--- src/design/hsv_histogram_normalizer_core_macros.svh ---
// Assertion macros for the HSV histogram normalizer.
`ifndef HSV_HISTOGRAM_NORMALIZER_CORE_MACROS_SVH
`define HSV_HISTOGRAM_NORMALIZER_CORE_MACROS_SVH

// Same-cycle implication, checked on i_clk outside of reset.
`define HSVHN_ASSERT_IMP(lbl, ante, cons) \
    lbl: assert property (@(posedge i_clk) disable iff (!i_rst_n) (ante) |-> (cons)) \
        else $error("hsvhn: same-cycle check failed");

// Next-cycle implication, checked on i_clk outside of reset.
`define HSVHN_ASSERT_NXT(lbl, ante, cons) \
    lbl: assert property (@(posedge i_clk) disable iff (!i_rst_n) (ante) |=> (cons)) \
        else $error("hsvhn: next-cycle check failed");

`endif

--- src/design/hsvhn_pkg.sv ---
// Types and fixed constants of the HSV histogram normalizer.
package hsvhn_pkg;

    localparam int CH_W      = 8;    // width of one pixel channel
    localparam int PCT_W     = 7;    // min_percent width
    localparam int SCALE_W   = 8;    // output_scale width
    localparam int VAL_W     = 16;   // 8.8 bin value width
    localparam int FRAC_W    = 8;    // fraction bits of bin value
    localparam int CFG_IDX_W = 1;
    localparam int CFG_DAT_W = 8;
    localparam int PCT_FULL  = 100;

    localparam logic [CFG_IDX_W-1:0] CFG_MIN_PERCENT  = 1'b0;
    localparam logic [CFG_IDX_W-1:0] CFG_OUTPUT_SCALE = 1'b1;

    localparam logic [PCT_W-1:0]   MIN_PERCENT_RST  = 7'd1;
    localparam logic [SCALE_W-1:0] OUTPUT_SCALE_RST = 8'd255;

    typedef enum logic [3:0] {
        ST_CLEAR,     // post-reset sweep zeroing the count memory
        ST_RUN,       // counting pixels
        ST_THRESH,    // latch keep threshold, clear pixel total
        ST_SUM,       // read pass accumulating kept counts
        ST_SUM_WAIT,  // drain of the sum pipeline
        ST_EM_RD,     // read one bin
        ST_EM_LD,     // bin count arrives, scale multiply, zero the entry
        ST_EM_PRE,    // load divider
        ST_EM_DIV,    // one quotient bit per cycle
        ST_EM_WAIT    // result word waiting for the sink
    } t_state;

endpackage

--- src/design/hsvhn_ram.sv ---
// Generic simple dual-port RAM: one write port, one registered read port.
module hsvhn_ram #(
    parameter int WIDTH = 8,
    parameter int DEPTH = 64
) (
    input  logic                     i_clk,
    input  logic                     i_wr_en,
    input  logic [$clog2(DEPTH)-1:0] i_wr_addr,
    input  logic [WIDTH-1:0]         i_wr_data,
    input  logic                     i_rd_en,
    input  logic [$clog2(DEPTH)-1:0] i_rd_addr,
    output logic [WIDTH-1:0]         o_rd_data
);

    logic [WIDTH-1:0] r_mem [DEPTH];
    logic [WIDTH-1:0] r_rd_data;

    always_ff @(posedge i_clk) begin
        if (i_wr_en) begin
            r_mem[i_wr_addr] <= i_wr_data;
        end
        if (i_rd_en) begin
            r_rd_data <= r_mem[i_rd_addr];
        end
    end

    assign o_rd_data = r_rd_data;

endmodule

--- src/design/hsv_histogram_normalizer_core.sv ---
// Top level of the HSV histogram normalizer: bin counting, threshold and L1 normalization.

// Pixels enter at one word per cycle while the core is counting; each one bumps its joint
// bin in the count memory through a one-deep read-modify-write pipeline with forwarding,
// so back-to-back hits on the same bin are counted correctly. The word carrying tlast stops
// intake and starts the frame burst: a threshold state latches the threshold, a sum pass
// runs over the single read port, then per kept bin one read, one multiply, one load and
// the bit-serial divider producing the VAL_W (16) bit quotient before the result word is
// offered; a bin that is not kept skips the divider. The counts are zeroed as they are
// read out, and intake resumes after the last bin is taken. After reset a clearing pass
// over all NBINS entries zeroes the count memory while no pixel is accepted. The
// configuration port is always ready and should be written only while no frame is open.
`include "hsv_histogram_normalizer_core_macros.svh"

module hsv_histogram_normalizer_core #(
    parameter int BINS_PER_CHANNEL = 4,
    parameter int COUNT_WIDTH      = 22
) (
    input  logic                                  i_clk,
    input  logic                                  i_rst_n,
    // configuration write channel
    input  logic                                  i_cfg_valid,
    output logic                                  o_cfg_ready,
    input  logic [hsvhn_pkg::CFG_IDX_W-1:0]       i_cfg_index,
    input  logic [hsvhn_pkg::CFG_DAT_W-1:0]       i_cfg_data,
    // pixel stream
    input  logic                                  i_s_axis_tvalid,
    output logic                                  o_s_axis_tready,
    // [7:0] hue, [15:8] saturation, [23:16] brightness
    input  logic [3*hsvhn_pkg::CH_W-1:0]          i_s_axis_tdata,
    input  logic                                  i_s_axis_tlast,   // frame_end
    // bin stream
    output logic                                  o_m_axis_tvalid,
    input  logic                                  i_m_axis_tready,
    // bin_index from bit 0, then bin_value (16 bits), zero padded to bytes
    output logic [((($clog2(BINS_PER_CHANNEL**3) + hsvhn_pkg::VAL_W) + 7) / 8) * 8 - 1:0]
                                                  o_m_axis_tdata,
    output logic                                  o_m_axis_tlast    // last_bin
);

    localparam int NBINS = BINS_PER_CHANNEL * BINS_PER_CHANNEL * BINS_PER_CHANNEL;
    localparam int IDX_W = $clog2(NBINS);
    localparam int QW    = $clog2(BINS_PER_CHANNEL);
    localparam int MW    = hsvhn_pkg::CH_W + $clog2(BINS_PER_CHANNEL + 1);
    localparam int CW    = COUNT_WIDTH;
    localparam int PW    = CW + hsvhn_pkg::PCT_W;       // count * 100, percent * total
    localparam int NW    = CW + hsvhn_pkg::SCALE_W;     // count * scale
    localparam int SW    = CW + IDX_W;                  // sum of kept counts
    localparam int VW    = hsvhn_pkg::VAL_W;
    localparam int FW    = hsvhn_pkg::FRAC_W;
    localparam int STW   = $clog2(VW);
    localparam int OUT_W = ((IDX_W + VW + 7) / 8) * 8;
    localparam logic [IDX_W-1:0] LAST_BIN  = IDX_W'(NBINS - 1);
    localparam logic [STW-1:0]   LAST_STEP = STW'(VW - 1);

    function automatic logic [QW-1:0] quant(input logic [hsvhn_pkg::CH_W-1:0] v);
        logic [MW-1:0] p;
        p = MW'(v) * MW'(BINS_PER_CHANNEL);
        return QW'(p >> hsvhn_pkg::CH_W);
    endfunction

    function automatic logic [CW-1:0] sat_inc(input logic [CW-1:0] c);
        return (c == {CW{1'b1}}) ? c : c + CW'(1);
    endfunction

    hsvhn_pkg::t_state r_state, n_state;

    logic [hsvhn_pkg::PCT_W-1:0]   r_min_percent;
    logic [hsvhn_pkg::SCALE_W-1:0] r_scale;
    logic [IDX_W-1:0]              r_ptr;
    logic [CW-1:0]                 r_total;

    // pixel pipeline
    logic             r_p1_valid;
    logic [IDX_W-1:0] r_p1_addr;
    logic             r_wb_valid;
    logic [IDX_W-1:0] r_wb_addr;
    logic [CW-1:0]    r_wb_data;

    // frame burst datapath
    logic [PW-1:0]    r_threshold;
    logic [SW-1:0]    r_sum;
    logic             r_sum_rd;
    logic             r_k_vld;
    logic [CW-1:0]    r_k_val;
    logic             r_kept;
    logic [NW-1:0]    r_num;
    logic [SW-1:0]    r_rem;
    logic [VW-1:0]    r_dlo;
    logic [VW-1:0]    r_q;
    logic [STW-1:0]   r_step;

    // output register
    logic             r_out_valid;
    logic [IDX_W-1:0] r_out_idx;
    logic [VW-1:0]    r_out_val;
    logic             r_out_last;

    // memory port control
    logic             ram_rd_en;
    logic [IDX_W-1:0] ram_rd_addr;
    logic             ram_wr_en;
    logic [IDX_W-1:0] ram_wr_addr;
    logic [CW-1:0]    ram_wr_data;
    logic [CW-1:0]    ram_rd_data;

    logic             in_acc;
    logic             out_acc;
    logic             cfg_acc;
    logic [IDX_W-1:0] pix_idx;
    logic [CW-1:0]    pix_old;
    logic [CW-1:0]    pix_new;
    logic             kept_now;
    logic [SW:0]      div_t;
    logic             div_ge;
    logic [SW-1:0]    div_rem;
    logic [VW-1:0]    div_q;
    logic             ptr_inc;
    logic             ptr_clr;
    logic             sum_issue;
    logic             out_load;
    logic [VW-1:0]    out_load_val;

    assign o_cfg_ready     = 1'b1;
    assign cfg_acc         = i_cfg_valid && o_cfg_ready;
    assign o_s_axis_tready = (r_state == hsvhn_pkg::ST_RUN);
    assign in_acc          = i_s_axis_tvalid && o_s_axis_tready;
    assign o_m_axis_tvalid = r_out_valid;
    assign out_acc         = r_out_valid && i_m_axis_tready;
    assign o_m_axis_tdata  = OUT_W'({r_out_val, r_out_idx});
    assign o_m_axis_tlast  = r_out_last;

    assign pix_idx = IDX_W'((IDX_W'(quant(i_s_axis_tdata[7:0])) * IDX_W'(BINS_PER_CHANNEL)
                     + IDX_W'(quant(i_s_axis_tdata[15:8]))) * IDX_W'(BINS_PER_CHANNEL)
                     + IDX_W'(quant(i_s_axis_tdata[23:16])));

    // forward the write of the previous cycle, which the memory read did not see
    assign pix_old = (r_wb_valid && (r_wb_addr == r_p1_addr)) ? r_wb_data : ram_rd_data;
    assign pix_new = sat_inc(pix_old);

    assign kept_now = (PW'(ram_rd_data) * PW'(hsvhn_pkg::PCT_FULL)) > r_threshold;

    // restoring divider step
    assign div_t   = {r_rem, r_dlo[VW-1]};
    assign div_ge  = div_t >= {1'b0, r_sum};
    assign div_rem = div_ge ? SW'(div_t - {1'b0, r_sum}) : SW'(div_t);
    assign div_q   = {r_q[VW-2:0], div_ge};

    hsvhn_ram #(
        .WIDTH(CW),
        .DEPTH(NBINS)
    ) u_counts (
        .i_clk    (i_clk),
        .i_wr_en  (ram_wr_en),
        .i_wr_addr(ram_wr_addr),
        .i_wr_data(ram_wr_data),
        .i_rd_en  (ram_rd_en),
        .i_rd_addr(ram_rd_addr),
        .o_rd_data(ram_rd_data)
    );

    always_ff @(posedge i_clk) begin
        if (!i_rst_n) begin
            r_state <= hsvhn_pkg::ST_CLEAR;
        end else begin
            r_state <= n_state;
        end
    end

    always_comb begin
        n_state      = r_state;
        ram_rd_en    = 1'b0;
        ram_rd_addr  = r_ptr;
        ram_wr_en    = 1'b0;
        ram_wr_addr  = r_ptr;
        ram_wr_data  = '0;
        ptr_inc      = 1'b0;
        ptr_clr      = 1'b0;
        sum_issue    = 1'b0;
        out_load     = 1'b0;
        out_load_val = '0;
        if (r_p1_valid) begin
            ram_wr_en   = 1'b1;
            ram_wr_addr = r_p1_addr;
            ram_wr_data = pix_new;
        end
        case (r_state)
            hsvhn_pkg::ST_CLEAR: begin
                ram_wr_en = 1'b1;
                if (r_ptr == LAST_BIN) begin
                    ptr_clr = 1'b1;
                    n_state = hsvhn_pkg::ST_RUN;
                end else begin
                    ptr_inc = 1'b1;
                end
            end
            hsvhn_pkg::ST_RUN: begin
                if (in_acc) begin
                    ram_rd_en   = 1'b1;
                    ram_rd_addr = pix_idx;
                    if (i_s_axis_tlast) begin
                        n_state = hsvhn_pkg::ST_THRESH;
                    end
                end
            end
            hsvhn_pkg::ST_THRESH: begin
                n_state = hsvhn_pkg::ST_SUM;
            end
            hsvhn_pkg::ST_SUM: begin
                ram_rd_en = 1'b1;
                sum_issue = 1'b1;
                if (r_ptr == LAST_BIN) begin
                    ptr_clr = 1'b1;
                    n_state = hsvhn_pkg::ST_SUM_WAIT;
                end else begin
                    ptr_inc = 1'b1;
                end
            end
            hsvhn_pkg::ST_SUM_WAIT: begin
                if (!r_sum_rd && !r_k_vld) begin
                    n_state = hsvhn_pkg::ST_EM_RD;
                end
            end
            hsvhn_pkg::ST_EM_RD: begin
                ram_rd_en = 1'b1;
                n_state   = hsvhn_pkg::ST_EM_LD;
            end
            hsvhn_pkg::ST_EM_LD: begin
                // entry is read out, zero it for the next frame
                ram_wr_en = 1'b1;
                n_state   = hsvhn_pkg::ST_EM_PRE;
            end
            hsvhn_pkg::ST_EM_PRE: begin
                if (r_kept) begin
                    n_state = hsvhn_pkg::ST_EM_DIV;
                end else begin
                    out_load = 1'b1;
                    n_state  = hsvhn_pkg::ST_EM_WAIT;
                end
            end
            hsvhn_pkg::ST_EM_DIV: begin
                if (r_step == LAST_STEP) begin
                    out_load     = 1'b1;
                    out_load_val = div_q;
                    n_state      = hsvhn_pkg::ST_EM_WAIT;
                end
            end
            hsvhn_pkg::ST_EM_WAIT: begin
                if (out_acc) begin
                    if (r_ptr == LAST_BIN) begin
                        ptr_clr = 1'b1;
                        n_state = hsvhn_pkg::ST_RUN;
                    end else begin
                        ptr_inc = 1'b1;
                        n_state = hsvhn_pkg::ST_EM_RD;
                    end
                end
            end
            default: begin
                n_state = hsvhn_pkg::ST_CLEAR;
            end
        endcase
    end

    // control registers
    always_ff @(posedge i_clk) begin
        if (!i_rst_n) begin
            r_min_percent <= hsvhn_pkg::MIN_PERCENT_RST;
            r_scale       <= hsvhn_pkg::OUTPUT_SCALE_RST;
            r_ptr         <= '0;
            r_total       <= '0;
            r_p1_valid    <= 1'b0;
            r_wb_valid    <= 1'b0;
            r_sum_rd      <= 1'b0;
            r_k_vld       <= 1'b0;
            r_out_valid   <= 1'b0;
        end else begin
            if (cfg_acc) begin
                case (i_cfg_index)
                    hsvhn_pkg::CFG_MIN_PERCENT:  r_min_percent <= i_cfg_data[hsvhn_pkg::PCT_W-1:0];
                    hsvhn_pkg::CFG_OUTPUT_SCALE: r_scale       <= i_cfg_data;
                    default: ;
                endcase
            end
            if (ptr_clr) begin
                r_ptr <= '0;
            end else if (ptr_inc) begin
                r_ptr <= r_ptr + IDX_W'(1);
            end
            if (r_state == hsvhn_pkg::ST_THRESH) begin
                r_total <= '0;
            end else if (in_acc) begin
                r_total <= sat_inc(r_total);
            end
            r_p1_valid <= in_acc;
            r_wb_valid <= r_p1_valid;
            r_sum_rd   <= sum_issue;
            r_k_vld    <= r_sum_rd;
            if (out_load) begin
                r_out_valid <= 1'b1;
            end else if (out_acc) begin
                r_out_valid <= 1'b0;
            end
        end
    end

    // datapath registers
    always_ff @(posedge i_clk) begin
        if (in_acc) begin
            r_p1_addr <= pix_idx;
        end
        r_wb_addr <= r_p1_addr;
        r_wb_data <= pix_new;
        if (r_state == hsvhn_pkg::ST_THRESH) begin
            r_threshold <= PW'(r_min_percent) * PW'(r_total);
        end
        if (r_state == hsvhn_pkg::ST_THRESH) begin
            r_sum <= '0;
        end else if (r_k_vld) begin
            r_sum <= r_sum + SW'(r_k_val);
        end
        r_k_val <= kept_now ? ram_rd_data : '0;
        if (r_state == hsvhn_pkg::ST_EM_LD) begin
            r_kept <= kept_now;
            r_num  <= NW'(ram_rd_data) * NW'(r_scale);
        end
        if (r_state == hsvhn_pkg::ST_EM_PRE) begin
            // quotient fits VW bits, so the top of count*scale*256 starts below the sum
            r_rem  <= SW'(r_num >> FW);
            r_dlo  <= {r_num[FW-1:0], {(VW - FW){1'b0}}};
            r_q    <= '0;
            r_step <= '0;
        end else if (r_state == hsvhn_pkg::ST_EM_DIV) begin
            r_rem  <= div_rem;
            r_dlo  <= {r_dlo[VW-2:0], 1'b0};
            r_q    <= div_q;
            r_step <= r_step + STW'(1);
        end
        if (out_load) begin
            r_out_idx  <= r_ptr;
            r_out_val  <= out_load_val;
            r_out_last <= (r_ptr == LAST_BIN);
        end
    end

    `HSVHN_ASSERT_IMP(a_no_intake_during_emit, o_s_axis_tready, !o_m_axis_tvalid)
    `HSVHN_ASSERT_IMP(a_pixel_write_owns_port, r_p1_valid,
        (r_state == hsvhn_pkg::ST_RUN) || (r_state == hsvhn_pkg::ST_THRESH))
    `HSVHN_ASSERT_IMP(a_div_rem_below_sum, r_state == hsvhn_pkg::ST_EM_DIV, r_rem < r_sum)
    `HSVHN_ASSERT_NXT(a_resume_after_last, out_acc && r_out_last, o_s_axis_tready)

endmodule
--- config.mk ---
export PLATFORM = sky130hd
export DESIGN_NAME = hsv_histogram_normalizer_core
export DESIGN_NICKNAME = d
export VERILOG_FILES = /design/src/design/hsvhn_pkg.sv /design/src/design/hsvhn_ram.sv /design/src/design/hsv_histogram_normalizer_core.sv
export VERILOG_INCLUDE_DIRS = /design/src /design/src/design
export SDC_FILE = /design/constraint.sdc
export NUM_CORES = 2
export LEC_CHECK = 0
export ABC_AREA = 1
export BUFFER_PORTS_ARGS = -buffer_cell sky130_fd_sc_hd__buf_2
export CORE_MARGIN = 1.5
export CORE_UTILIZATION = 55
export DETAILED_ROUTE_END_ITERATION = 10
export MAX_ROUTING_LAYER = met4
export PLACE_DENSITY = 0.81
export SKIP_LAST_GASP = 1
export SYNTH_ARGS = -nofsm -noshare
export SYNTH_HDL_FRONTEND = slang
export SYNTH_HIERARCHICAL = 1
export SYNTH_SLANG_ARGS = --single-unit
export TNS_END_PERCENT = 100
--- constraint.sdc ---
create_clock -name i_clk -period 6 [get_ports i_clk]
set_input_delay 0 -clock i_clk [delete_from_list [all_inputs] [get_ports i_clk]]
set_output_delay 0 -clock i_clk [all_outputs]
set_load 0.02 [all_outputs]
# ---- Yosys cells after proc, flatten, opt, wreduce, memory -nomap -nowiden
# Memory sizes are Yosys's and may differ from the RTL's. A register that Yosys moved wholly into a read port is not among the register bits.
# Cells that the tools add are included.
# Widths: inputs -> output; s select.
dict set report classes {
  n_addsub 8
  multipliers 3
  n_lt_le_gt_ge 2
  eq_ne 21
  muxes 39
  n_bitwise 3
  reduce_logical 19
}
# cell n
set ops {}
lappend ops {{$mux 22} 5}
lappend ops {{$add 22x1->22 const B} 2}
lappend ops {{$eq 22x22->1 const B} 2}
lappend ops {{$pmux 4 s10} 1}
lappend ops {{$mux 16} 2}
lappend ops {{$mul 22x8->30} 1}
lappend ops {{$ge 29x28->1} 1}
lappend ops {{$gt 29x29->1} 1}
lappend ops {{$mul 7x22->29} 1}
lappend ops {{$add 28x22->28} 1}
lappend ops {{$mux 28} 1}
lappend ops {{$mux 4} 7}
lappend ops {{$sub 28x28->28} 1}
lappend ops {{$mul 22x5->27 const B} 1}
lappend ops {{$mux 6} 3}
lappend ops {{$eq 4x3->1 const B} 4}
lappend ops {{$mux 1} 15}
lappend ops {{$eq 4x4->1 const B} 3}
lappend ops {{$ne 2x2->1 const B} 5}
lappend ops {{$reduce_or 2->1} 5}
lappend ops {{$eq 4x2->1 const B} 2}
lappend ops {{$pmux 1 s2} 4}
lappend ops {{$reduce_and 2->1} 4}
lappend ops {{$reduce_and 7->1} 1}
lappend ops {{other kinds (14)} 22}
dict set report totals {
  reg_bits 274
  mem_bits_rw 1408
  output_inout_bits 28
  word_cells 122
  n_memories 1
}
# name depth word_bits read_ports rd_ports_with_merged_regs write_ports line
set memory_table {}
lappend memory_table {u_counts.r_mem 64 22 1 1 1 hsvhn_ram.sv:15} ;# logic [WIDTH-1:0] r_mem [DEPTH];

# ---- Logic depth before layout (Yosys ltp)
dict set report depth {
  word_depth 6
  depth_mapped 27
  depth_no_buf 26
}

# ---- By module
# Netlist, hierarchy kept.
# mod instances cells_per_inst area_per_inst_um2 seq_area_each_um2
set modules_own_cells {}
lappend modules_own_cells {hsvhn_ram 1 4800 57433.8 42941.2}
lappend modules_own_cells {hsv_histogram_normalizer_core 1 3831 28190.8 6676.4}

# ---- Worst setup path after synthesis
# OpenSTA, ideal clock, no wires.
dict set report synth_path {
  kind {register -> register}
  from {register r_min_percent[6] (netlist bit)}
  to {register r_threshold[28] (data pin)}
  setup_ps 260
  t_arrival_ps 4389
  t_required_ps 5740
  path_slack_ps 1350
  stages_incl_launch_ff 22
  cell_sequence {dfxtp_1 clkbuf_1 nand2_1 fa_1 fa_1 inv_1 fa_1 inv_1 fa_1 inv_1 ha_1 nand2_1 nor2_1 a21oi_1 inv_1 a21oi_1 inv_1 nand3_1 nand2_1 nand3_1 nand2_1 xor2_1}
}
dict set report synth_via {
  elab_chain_cells 1
}
# element line
set synth_lines {}
lappend synth_lines {{start, declared} hsv_histogram_normalizer_core.sv:68} ;# logic [hsvhn_pkg::PCT_W-1:0] r_min_percent;
lappend synth_lines {{start signal, assigned} hsv_histogram_normalizer_core.sv:268} ;# r_min_percent <= hsvhn_pkg::MIN_PERCENT_RST;
lappend synth_lines {{start signal, assigned} hsv_histogram_normalizer_core.sv:280} ;# hsvhn_pkg::CFG_MIN_PERCENT: r_min_percent <= i_cfg_data[hsvhn_pkg::PCT_W-1:0];
lappend synth_lines {{$mul 7x22->29} hsv_histogram_normalizer_core.sv:315} ;# r_threshold <= PW'(r_min_percent) * PW'(r_total);
lappend synth_lines {{end signal, assigned} hsv_histogram_normalizer_core.sv:315}
lappend synth_lines {{end, declared} hsv_histogram_normalizer_core.sv:81} ;# logic [PW-1:0] r_threshold;
# No other way between the ends.
# A chain may end at the register's enable or synchronous reset.

# ---- Final worst setup path
dict set report layout_path {
  from {register r_min_percent[5] (netlist bit)}
  to {register r_threshold[28] (data pin)}
}
# Same word-level chain as after synthesis.

==> results.tsv <==
stage	metric	value	unit
yosys	syn_inst	8631	
sta	setup_viol	0	
sta	finalMaxSlewViolations	0	
setup_path	cpMaxStageDelayCell	dfxtp_1	
die	initial_core_util	0.555	
die	io_pins	67	
placement	finalWeightedCongestion	0.949	
final_layout	finalNetCount	9151	
die	placementRows	144	
setup_path	path_cells	nand2_1 -> fa_1 -> fa_1 -> inv_1 -> fa_1 -> inv_1 -> fa_1 -> inv_1 -> ha_1 -> nand2_1 -> nor2_1 -> a21oi_1 -> inv_1 -> a21oi_1 -> inv_1 -> nand3_1 -> nand2_1 -> nand3_1 -> nand2_1 -> xor2_1	
setup_path	critPathMaxStageDelay	0.96	ns
final_layout	area_growth	10.4	%
yosys	synth-edff-count	1549	
flow_run	drv_cap	0	
die	fp.dieW	398	µm
global_route	grt_pass1_vias	61700	
yosys	synth_top_area_share	0.543	
global_route	overflow	0	
sta	slew_headroom	0.206	
routing	met2WireLength	106	mm
routing	routedLengthMet1	86.0	mm
yosys	yosys-top-cells-area	edfxtp_1, nand2_1, nand3_1	
yosys	async_reset_ff_frac	0	
yosys	yosys_warnings	6	
yosys	synth_seq_cells	1704	
clock_network	htreeDepth	4	
global_route	grt_start_max_net_pins	162	
setup_path	crit_buf_inv	5	
final_layout	layout_common_cells	nand2_1, edfxtp_1, nand3_1	
min_path	hold_path.class	input pin to register	
yosys	synth_cell_types	52	
clock_network	cts_buffers	169	
die	die_h	398	µm
global_route	grt_usage	0.295	
sta	max_freq	0.183	GHz
setup_path	startpoint_type	register	
clock_network	cts_resized	0	
routing	ant_nets	0	
sta	tightest_slew	1.19	ns
setup_path	arrival	5.98	ns
clock_network	cts_setup_buffers	0	
die	dieArea	0.158	mm²
routing	vias	63500	
clock_network	clk_transition_reported_paths	0.06	ns
setup_path	cpMostUsedCell	inv_1	
yosys	ys.flop_type	edfxtp_1	
routing	dr.pass1.iters	8	
sta	fin_crit_sh	0.909	
setup_path	path_class	register to register	
placement	numPortBuffers	45	
global_route	antenna_found_initial	8	
sta	holdWs	0.0712	ns
sta	finalCriticalPeriod	5.45	ns
yosys	syn-cell-area	0.0856	mm²
sta	hold_violations	0	
routing	drc	0	
routing	wire_per_inst	21.1	µm
placement	place_hpwl	139	mm
routing	wl	228	mm
setup_path	critPathCaptureType	register	
setup_path	cp.required	6.53	ns
clock_network	clock-sinks	1704	
clock_network	cts_root_buf	clkbuf_16	
yosys	syn_avg_cell_area	9.92	µm²
clock_network	ctsLongestPathBuffers	3	
final_layout	final_common_cell	nand2_1	
sta	fin_setup_tns	0	ns
setup_path	crit_fanout	23	
global_route	grt_pass1_wl	348	mm
clock_network	holdBufCountCts	44	
min_path	hold_depth	4	
status	status	finished clean	
die	core	0.154	mm²
routing	vias_per_cell	5.87	
final_layout	drive_above_1_share	0.0697	
sta	rsz0062_at_grt	no	
sta	clock_skew	0.0738	ns
routing	top_layer	met4	
clock_network	clock_latency	0.84	ns
clock_network	cts_tree	built	
setup_path	reg2reg_depth	20	
routing	drt_iter0_markers	8639	
yosys	yosysSeqAreaShare	0.579	
routing	dr_wl_met3	25.5	mm
yosys	synth_top_area_cell	edfxtp_1	
setup_path	critPathTopFamily	adder cells	
setup_path	crit_cells	20	
## per-stage QoR
stage	instances	cell area, µm²	utilization	worst slack, ns
finish	10800	94500	0.612	0.548
global route	10800	94500	0.612	0.195
CTS	10800	94500	0.612	0.565
detailed placement	10500	88500	0.573	0.594
global placement	10500	88500	0.573	0.692
floorplan	8632	85600	-	1.35
## kinds of logic (layout without fill, tap and decap cells)
family,count (synthesis),count (layout),synth area share
buf+inv,1316,1450,0.0623
flops,1704,1704,0.579
fa+ha+maj,486,486,0.0919
simple gates,4492,4492,0.221
compound gates,505,505,0.0324
xor+xnor,126,126,0.0129
other cells,2,11,0.0000877
## synth_stat cells, drive strengths merged, types with 18 or more instances
master	number
a21oi	222
buf	266
clkbuf	165
dfxtp	155
edfxtp	1549
fa	238
ha	248
inv	879
nand2	2762
nand3	1313
nand4	30
nor2	310
nor3	41
o211ai	18
o21ai	179
o21bai	19
xnor2	36
xor2	90
## tightest hold or removal path, stage by stage
cell,delay [ns]
dlygate4sd3_1,0.52
buf_2,0.15
nor2_1,0.07
nor2_1,0.10
## registers in the layout (all words and copies together), names as in the netlist, 8 cells and up
signal,flops
r_scale,8
r_out_val,16
u_counts/r_mem,1408
r_rem,28
r_k_val,22
r_wb_data,22
r_dlo,8
r_threshold,29
r_q,15
r_num,30
r_total,22
u_counts/o_rd_data,22
r_sum,28
## final cells by class
| type | instances | area [µm²] |
|---|---|---|
| Sequential cell | 1704 | 49600 |
| Antenna cell | 8 | 20.0 |
| Clock inverter | 95 | 1070 |
| Multi-Input combinational cell | 5612 | 31200 |
| Timing Repair Buffer | 254 | 2200 |
| Tap cell | 2044 | 2560 |
| Fill cell | 11700 | 59900 |
| Inverter | 885 | 3340 |
| Clock buffer | 216 | 4460 |
## layer usage
metal | global-route usage | vias to the layer above
li1 | - | 28700
met4 | 0.130 | 0
met5 | - | -
met2 | 0.456 | 3923
met1 | 0.381 | 30200
met3 | 0.0549 | 626
## final timing paths
check	startpoint	endpoint	slack, ns
hold reg to reg	r_sum_rd	r_k_vld	0.43
hold / removal	i_cfg_data[1]	r_min_percent[1]	0.07
setup reg to reg	r_min_percent[5]	r_threshold[28]	0.55
setup / recovery	r_min_percent[5]	r_threshold[28]	0.55
Power is left out: the tool's default activity adds up to more than one toggle a clock period on the data nets, which glitch-free logic cannot reach.
